==> src/hdl/rdc_pkg.sv <==
// ----------------------------------------------------------------------------
// rdc_pkg
// Types, constants and helper functions of the radix digit converter.
// ----------------------------------------------------------------------------
`timescale 1ns / 1ps

package rdc_pkg;

  localparam int VALUE_BITS_DEF = 32;
  localparam int RADIX_W        = 5;
  localparam int DIGIT_W        = 4;
  localparam int ASCII_W        = 7;

  localparam logic [RADIX_W-1:0] RADIX_RESET = RADIX_W'(16);
  localparam logic [RADIX_W-1:0] RADIX_MIN   = RADIX_W'(2);
  localparam logic [RADIX_W-1:0] RADIX_MAX   = RADIX_W'(16);

  localparam logic [ASCII_W-1:0] ASCII_ZERO   = ASCII_W'(48);
  localparam logic [ASCII_W-1:0] ASCII_LETTER = ASCII_W'(55);

  typedef struct packed {
    logic               clear;
    logic               shift;
    logic [RADIX_W-1:0] base;
  } cell_ctrl_t;

  function automatic logic [RADIX_W-1:0] clamp_radix(logic [RADIX_W-1:0] r);
    logic [RADIX_W-1:0] res;
    res = r;
    if (r < RADIX_MIN) begin
      res = RADIX_MIN;
    end else if (r > RADIX_MAX) begin
      res = RADIX_MAX;
    end
    return res;
  endfunction

  function automatic logic [ASCII_W-1:0] ascii_of(logic [DIGIT_W-1:0] d);
    logic [ASCII_W-1:0] res;
    if (d < DIGIT_W'(10)) begin
      res = ASCII_ZERO + ASCII_W'(d);
    end else begin
      res = ASCII_LETTER + ASCII_W'(d);
    end
    return res;
  endfunction

endpackage

==> src/hdl/radix_digit_converter.sv <==
// ----------------------------------------------------------------------------
// radix_digit_converter
// Converts an unsigned binary value into its digits in a base of 2 to 16.
// ----------------------------------------------------------------------------
// Usage:
//   Write the base on the config channel (cfg_valid_i / cfg_ready_o,
//   cfg_radix_i) while the block is idle; 0 and 1 act as 2, 17..31 as 16.
//   An item is taken when start_i is high and busy_o is low.
//   Digits come out most significant first, one per cycle with strobe_o,
//   on digit_o / ascii_char_o; last_digit_o marks the final digit. Leading
//   zeros are dropped; zero gives the single digit 0.
// Operation (N = VALUE_BITS):
//   The value enters a row of N digit cells one bit per cycle; each cell
//   registers its carry to the next. The row then shifts out through the
//   top cell; leading zeros pass without a strobe. busy_o stays high while
//   the value is converted and shifted out, so no new item is taken
//   before the last one is through.
// Reset:
//   Asynchronous, active low; the base returns to 16, the block goes idle.
// The receiver cannot stall: each digit is shown for exactly one cycle.
// ----------------------------------------------------------------------------
`timescale 1ns / 1ps

module radix_digit_converter #(
  parameter int VALUE_BITS = rdc_pkg::VALUE_BITS_DEF
) (
  input  logic                          clk_i,
  input  logic                          rst_ni,
  input  logic                          cfg_valid_i,
  output logic                          cfg_ready_o,
  input  logic [rdc_pkg::RADIX_W-1:0]   cfg_radix_i,
  input  logic                          start_i,
  output logic                          busy_o,
  input  logic [VALUE_BITS-1:0]         value_i,
  output logic                          strobe_o,
  output logic [rdc_pkg::DIGIT_W-1:0]   digit_o,
  output logic [rdc_pkg::ASCII_W-1:0]   ascii_char_o,
  output logic                          last_digit_o
);

  localparam int NCELLS = VALUE_BITS;
  localparam int CNT_W  = $clog2(VALUE_BITS + 1);
  localparam int REM_W  = $clog2(NCELLS + 1);

  localparam logic [1:0] ST_IDLE = 2'd0;
  localparam logic [1:0] ST_CONV = 2'd1;
  localparam logic [1:0] ST_EMIT = 2'd2;

  logic [1:0]                  state_q, state_d;
  logic [rdc_pkg::RADIX_W-1:0] base_q;
  logic [VALUE_BITS-1:0]       sreg_q, sreg_d;
  logic [CNT_W-1:0]            cnt_q, cnt_d;
  logic [REM_W-1:0]            rem_q, rem_d;
  logic                        seen_q, seen_d;
  logic                        accept;
  logic                        feed_done;
  logic                        conv_done;
  logic                        emit;
  logic                        strobe_q;
  logic [rdc_pkg::DIGIT_W-1:0] digit_q;
  logic [rdc_pkg::ASCII_W-1:0] ascii_q;
  logic                        last_q;
  rdc_pkg::cell_ctrl_t         ctrl;

  logic                        valid_link [0:NCELLS];
  logic                        carry_link [0:NCELLS-1];
  logic [rdc_pkg::DIGIT_W-1:0] digit_link [0:NCELLS];

  assign cfg_ready_o = 1'b1;

  always_ff @(posedge clk_i or negedge rst_ni) begin
    if (!rst_ni) begin
      base_q <= rdc_pkg::RADIX_RESET;
    end else if (cfg_valid_i && cfg_ready_o) begin
      base_q <= rdc_pkg::clamp_radix(cfg_radix_i);
    end
  end

  assign accept    = start_i && (state_q == ST_IDLE);
  assign feed_done = (cnt_q == CNT_W'(VALUE_BITS));
  assign conv_done = feed_done && !valid_link[NCELLS-1] && !valid_link[NCELLS];
  assign emit      = (state_q == ST_EMIT)
                   && ((digit_link[NCELLS] != '0) || seen_q || (rem_q == REM_W'(1)));

  assign ctrl.clear = accept;
  assign ctrl.shift = (state_q == ST_EMIT);
  assign ctrl.base  = base_q;

  assign valid_link[0] = (state_q == ST_CONV) && !feed_done;
  assign carry_link[0] = sreg_q[VALUE_BITS-1];
  assign digit_link[0] = '0;

  for (genvar k = 0; k < NCELLS; k++) begin : g_cell
    if (k < NCELLS - 1) begin : g_mid
      rdc_cell u_cell (
        .clk_i       (clk_i),
        .rst_ni      (rst_ni),
        .ctrl_i      (ctrl),
        .step_valid_i(valid_link[k]),
        .carry_i     (carry_link[k]),
        .digit_i     (digit_link[k]),
        .step_valid_o(valid_link[k+1]),
        .carry_o     (carry_link[k+1]),
        .digit_o     (digit_link[k+1])
      );
    end else begin : g_top
      rdc_cell u_cell (
        .clk_i       (clk_i),
        .rst_ni      (rst_ni),
        .ctrl_i      (ctrl),
        .step_valid_i(valid_link[k]),
        .carry_i     (carry_link[k]),
        .digit_i     (digit_link[k]),
        .step_valid_o(valid_link[k+1]),
        .carry_o     (),
        .digit_o     (digit_link[k+1])
      );
    end
  end

  always_comb begin
    state_d = state_q;
    sreg_d  = sreg_q;
    cnt_d   = cnt_q;
    rem_d   = rem_q;
    seen_d  = seen_q;
    unique case (state_q)
      ST_IDLE: begin
        if (accept) begin
          sreg_d  = value_i;
          cnt_d   = '0;
          state_d = ST_CONV;
        end
      end
      ST_CONV: begin
        if (!feed_done) begin
          sreg_d = sreg_q << 1;
          cnt_d  = cnt_q + CNT_W'(1);
        end
        if (conv_done) begin
          rem_d   = REM_W'(NCELLS);
          seen_d  = 1'b0;
          state_d = ST_EMIT;
        end
      end
      ST_EMIT: begin
        rem_d = rem_q - REM_W'(1);
        if (emit) begin
          seen_d = 1'b1;
        end
        if (rem_q == REM_W'(1)) begin
          state_d = ST_IDLE;
        end
      end
      default: begin
        state_d = ST_IDLE;
      end
    endcase
  end

  always_ff @(posedge clk_i or negedge rst_ni) begin
    if (!rst_ni) begin
      state_q  <= ST_IDLE;
      cnt_q    <= '0;
      rem_q    <= '0;
      seen_q   <= 1'b0;
      strobe_q <= 1'b0;
    end else begin
      state_q  <= state_d;
      cnt_q    <= cnt_d;
      rem_q    <= rem_d;
      seen_q   <= seen_d;
      strobe_q <= emit;
    end
  end

  always_ff @(posedge clk_i) begin
    sreg_q <= sreg_d;
    if (emit) begin
      digit_q <= digit_link[NCELLS];
      ascii_q <= rdc_pkg::ascii_of(digit_link[NCELLS]);
      last_q  <= (rem_q == REM_W'(1));
    end
  end

  assign busy_o       = (state_q != ST_IDLE);
  assign strobe_o     = strobe_q;
  assign digit_o      = digit_q;
  assign ascii_char_o = ascii_q;
  assign last_digit_o = last_q;

endmodule

==> src/hdl/rdc_cell.sv <==
// ----------------------------------------------------------------------------
// rdc_cell
// One digit position: doubles its digit and adds the incoming carry modulo
// the base, passing the registered carry up; shifts digits up for output.
// ----------------------------------------------------------------------------
`timescale 1ns / 1ps

module rdc_cell (
  input  logic                           clk_i,
  input  logic                           rst_ni,
  input  rdc_pkg::cell_ctrl_t            ctrl_i,
  input  logic                           step_valid_i,
  input  logic                           carry_i,
  input  logic [rdc_pkg::DIGIT_W-1:0]    digit_i,
  output logic                           step_valid_o,
  output logic                           carry_o,
  output logic [rdc_pkg::DIGIT_W-1:0]    digit_o
);

  logic [rdc_pkg::DIGIT_W-1:0] digit_q, digit_d;
  logic [rdc_pkg::DIGIT_W:0]   sum;
  logic                        wrap;
  logic                        valid_q;
  logic                        carry_q;

  assign sum  = {digit_q, carry_i};
  assign wrap = (sum >= ctrl_i.base);

  always_comb begin
    digit_d = digit_q;
    if (ctrl_i.clear) begin
      digit_d = '0;
    end else if (ctrl_i.shift) begin
      digit_d = digit_i;
    end else if (step_valid_i) begin
      digit_d = wrap ? rdc_pkg::DIGIT_W'(sum - ctrl_i.base) : sum[rdc_pkg::DIGIT_W-1:0];
    end
  end

  always_ff @(posedge clk_i) begin
    digit_q <= digit_d;
  end

  always_ff @(posedge clk_i or negedge rst_ni) begin
    if (!rst_ni) begin
      valid_q <= 1'b0;
      carry_q <= 1'b0;
    end else begin
      valid_q <= step_valid_i && !ctrl_i.clear;
      carry_q <= step_valid_i && wrap;
    end
  end

  assign step_valid_o = valid_q;
  assign carry_o      = carry_q;
  assign digit_o      = digit_q;

endmodule

==> config.mk <==
export PLATFORM = sky130hd
export DESIGN_NAME = radix_digit_converter
export DESIGN_NICKNAME = d
export VERILOG_FILES = /design/src/hdl/rdc_pkg.sv /design/src/hdl/radix_digit_converter.sv /design/src/hdl/rdc_cell.sv
export SDC_FILE = /design/constraint.sdc
export NUM_CORES = 1
export LEC_CHECK = 0
export ABC_AREA = 1
export BUFFER_PORTS_ARGS = -buffer_cell sky130_fd_sc_hd__buf_2
export CAP_MARGIN = 20
export CORE_UTILIZATION = 60
export DETAILED_ROUTE_END_ITERATION = 12
export HOLD_SLACK_MARGIN = 0.06
export PLACE_DENSITY = 0.81
export SLEW_MARGIN = 30
export SYNTH_ARGS = -nofsm -noshare
export SYNTH_HDL_FRONTEND = slang
export SYNTH_SLANG_ARGS = --single-unit
export TNS_END_PERCENT = 50
==> constraint.sdc <==
create_clock -name clk_i -period 4.1 [get_ports clk_i]
set_clock_uncertainty 0.05 [all_clocks]
set_input_delay 0.205 -clock clk_i [delete_from_list [all_inputs] [get_ports clk_i]]
set_output_delay 0.205 -clock clk_i [all_outputs]
set_load 0.01 [all_outputs]
==> impl_metrics.json <==
{
  "antenna_found_initial": 0,
  "ys_ff_latch": 256,
  "slew_viol_final": 0,
  "grt_pass1_vias": 16200,
  "finalCriticalPeriod_ps": 2690,
  "grtUsageTotal": 0.286,
  "final_cell_mix": "nand2_1, inv_1, nand3_1, ha_1, a21oi_1",
  "clock-sinks": 256,
  "cp.required_ps": 4520,
  "final_common_cell": "nand2_1",
  "synth_fp_nets": 2710,
  "firstDrtPassIters": 8,
  "drc": 0,
  "die_y_um": 175,
  "grt_pass1_wl_um": 73500,
  "max_freq_ghz": 0.372,
  "worst_slew_pin_slew_ps": 923,
  "wire_per_inst_um": 14.6,
  "critPathKind": "register to register",
  "grt_max_degree": 164,
  "final_util": 0.688,
  "routed_wl_um": 43200,
  "vias": 16600,
  "placementRows": 62,
  "fin_crit_sh": 0.656,
  "post_cts_buffers": 0,
  "tns_ps": 0,
  "whs_endpoint": "state_q[0]",
  "r2r_slack_ps": 1410,
  "min_path_cells": 3,
  "cts_made_buffers": 28,
  "dpl.hpwl_um": 29400,
  "coreArea_um2": 29100,
  "start_util": 0.618,
  "relSlewSlack": 0.384,
  "cts_tree": "yes",
  "power_density_nw_per_um2": 697,
  "reg2reg_to": "g_cell[1].g_mid.u_cell.digit_o[3]",
  "rsz0062_at_grt": "no",
  "synth_cells": 2471,
  "port_buffers": 54,
  "cp.arrival_ps": 3110,
  "multi_input_area_um2": 9810,
  "drtIter0Drc": 1442,
  "ys_types": 34,
  "postRouteAntennaNets": 0,
  "gp_congestion": 0.867,
  "finalSetupViolCount": 0,
  "drv_cap": 0,
  "ff2ff_path_depth": 10,
  "worst_skew_pair.late_latency_ps": 550,
  "hold_class": "input port to register",
  "nFillCells": 2416,
  "h-tree-depth": 1,
  "worstHoldStart": "start_i",
  "clk_path_buf_depth": 3,
  "peakVddDrop_mv": 0.357,
  "area_growth_pct": 11.5,
  "critPathLaunchType": "register",
  "status": "finished, final reports clean",
  "end_kind": "register",
  "reg2reg_from": "base_q[2]",
  "register_area_um2": 5990,
  "drive_gt1_frac": 0.0650,
  "hold_viol": 0,
  "crit_fanout": 27,
  "die_x_um": 175,
  "p_leak_nw": 10.2,
  "nNetsFinal": 2803,
  "syn_avg_cell_area_um2": 7.27,
  "yosysSeqAreaShare": 0.333,
  "die-area_um2": 30600,
  "overflow": 0,
  "n_antenna_cell": 0,
  "clock-root-buffer": "clkbuf_16",
  "yosys_warnings": 0,
  "mappedNetlistArea_um2": 18000,
  "via_per_inst": 5.60,
  "ios": 56,
  "cts.clk_slew.worst_paths_ps": 60
}
-- critical path: stages, from the launching register on --
cell and delay [ps]:
dfrtp_1 370, inv_2 640, buf_4 350, ha_1 300
nand2_1 80, nand2_1 70, nand2_1 180, nand3_1 200
nand2_1 120, nand3_1 80, a21oi_1 150
-- timing repair --
item | CTS | global route
hold endpoints to repair | 86 | 0
resized for setup | 0 | 0
hold buffers | 42 | 0
-- per-layer routing --
layer | vias to the layer above | track usage | part of all wire | wire length [um]
met4 | 0 | 0.0924 | 0.025 | 1080
li1 | 8362 | - | - | -
met1 | 7632 | 0.373 | 0.44 | 18900
met3 | 87 | 0.0359 | 0.062 | 2670
met5 | - | 0 | 0 | 0
met2 | 544 | 0.494 | 0.48 | 20600
-- power by group --
part | internal, mW | switching, mW
clock network | 1.63 | 1.07
registers | 3.39 | 0.530
logic | 2.90 | 4.46
total | 7.91 | 6.06
-- layout make-up --
type,instances,area share
Multi-Input combinational cell,1654,0.490
Timing Repair Buffer,109,0.0407
Inverter,515,0.0968
Tap cell,384,0.0240
Sequential cell,256,0.299
Clock buffer,39,0.0422
Clock inverter,13,0.00750
-- worst max path at each step --
| stage | slack [ps] | from | endpoint | cells past startpoint |
|---|---|---|---|---|
| floorplan | 610 | base_q[1] | g_cell[0].g_mid.u_cell.digit_o[3] | 10 |
| global placement | 1460 | state_q[1] | cnt_q[5] | 6 |
| detailed placement | 1330 | state_q[1] | sreg_q[7] | 4 |
| CTS | 1320 | state_q[1] | sreg_q[7] | 4 |
| global route | 1100 | state_q[1] | cnt_q[5] | 7 |
| finish | 1410 | base_q[2] | g_cell[1].g_mid.u_cell.digit_o[3] | 10 |
-- kinds of logic (layout without fill, tap and decap cells) --
kind of cell             count (synthesis)  count (layout)  synth area share
XOR/XNOR                                35              35            0.0171
AO/OA/AOI/OAI                          340             340             0.106
AND/OR/NAND/NOR                       1080            1080             0.271
other                                    1               1          0.000209
adder cells (fa/ha/maj)                198             198             0.151
buffers and inverters                  561             676             0.121
flip-flops                             256             256             0.333
-- flip-flops by register name, indices dropped and copies added, names as in the netlist, 2 cells and up --
signal and cells:
g_cell.g_mid.u_cell.digit_o 124, sreg_q 32, g_cell.g_mid.u_cell.carry_o 31, g_cell.g_mid.u_cell.step_valid_o 31
ascii_char_o 7, cnt_q 6, rem_q 6, base_q 5
digit_o 4, g_cell.g_top.u_cell.digit_o 4, state_q 2
-- cells in the mapped netlist (all sizes together) --
master | n | area [um^2]
nand2 | 571 | 2150
inv | 514 | 1930
nand3 | 208 | 1040
ha | 166 | 2080
a21oi | 164 | 821
nand4 | 131 | 820
dfxtp | 128 | 2560
o22ai | 124 | 776
nor2 | 107 | 434
dfrtp | 83 | 2080
edfxtp | 44 | 1320
buf | 38 | 209
fa | 32 | 641
a31oi | 31 | 194
xnor2 | 31 | 272
nand3b | 30 | 225
or2 | 30 | 188
o21ai | 18 | 90.1
clkbuf | 8 | 30.0
xor2 | 4 | 35.0
nor3 | 3 | 15.0
a21o | 1 | 7.51
a32o | 1 | 10.0
clkinv | 1 | 3.75
conb | 1 | 3.75
dfstp | 1 | 26.3
o221ai | 1 | 8.76
-- metrics by stage --
| step | setup slack, ps | instance area (um^2) | hold WS, ps | cells | power (mW) |
|---|---|---|---|---|---|
| floorplan | 607 | 18000 | -141 | 2471 | 9.59 |
| global placement | 1460 | 18600 | 272 | 2876 | 10.9 |
| detailed placement | 1330 | 18600 | 266 | 2876 | 11.1 |
| CTS | 1320 | 20000 | 67.9 | 2970 | 13.9 |
| global route | 1100 | 20000 | 103 | 2970 | 15.3 |
| finish | 1410 | 20000 | 93.1 | 2970 | 14.0 |
(Power assumes the default switching activity.)
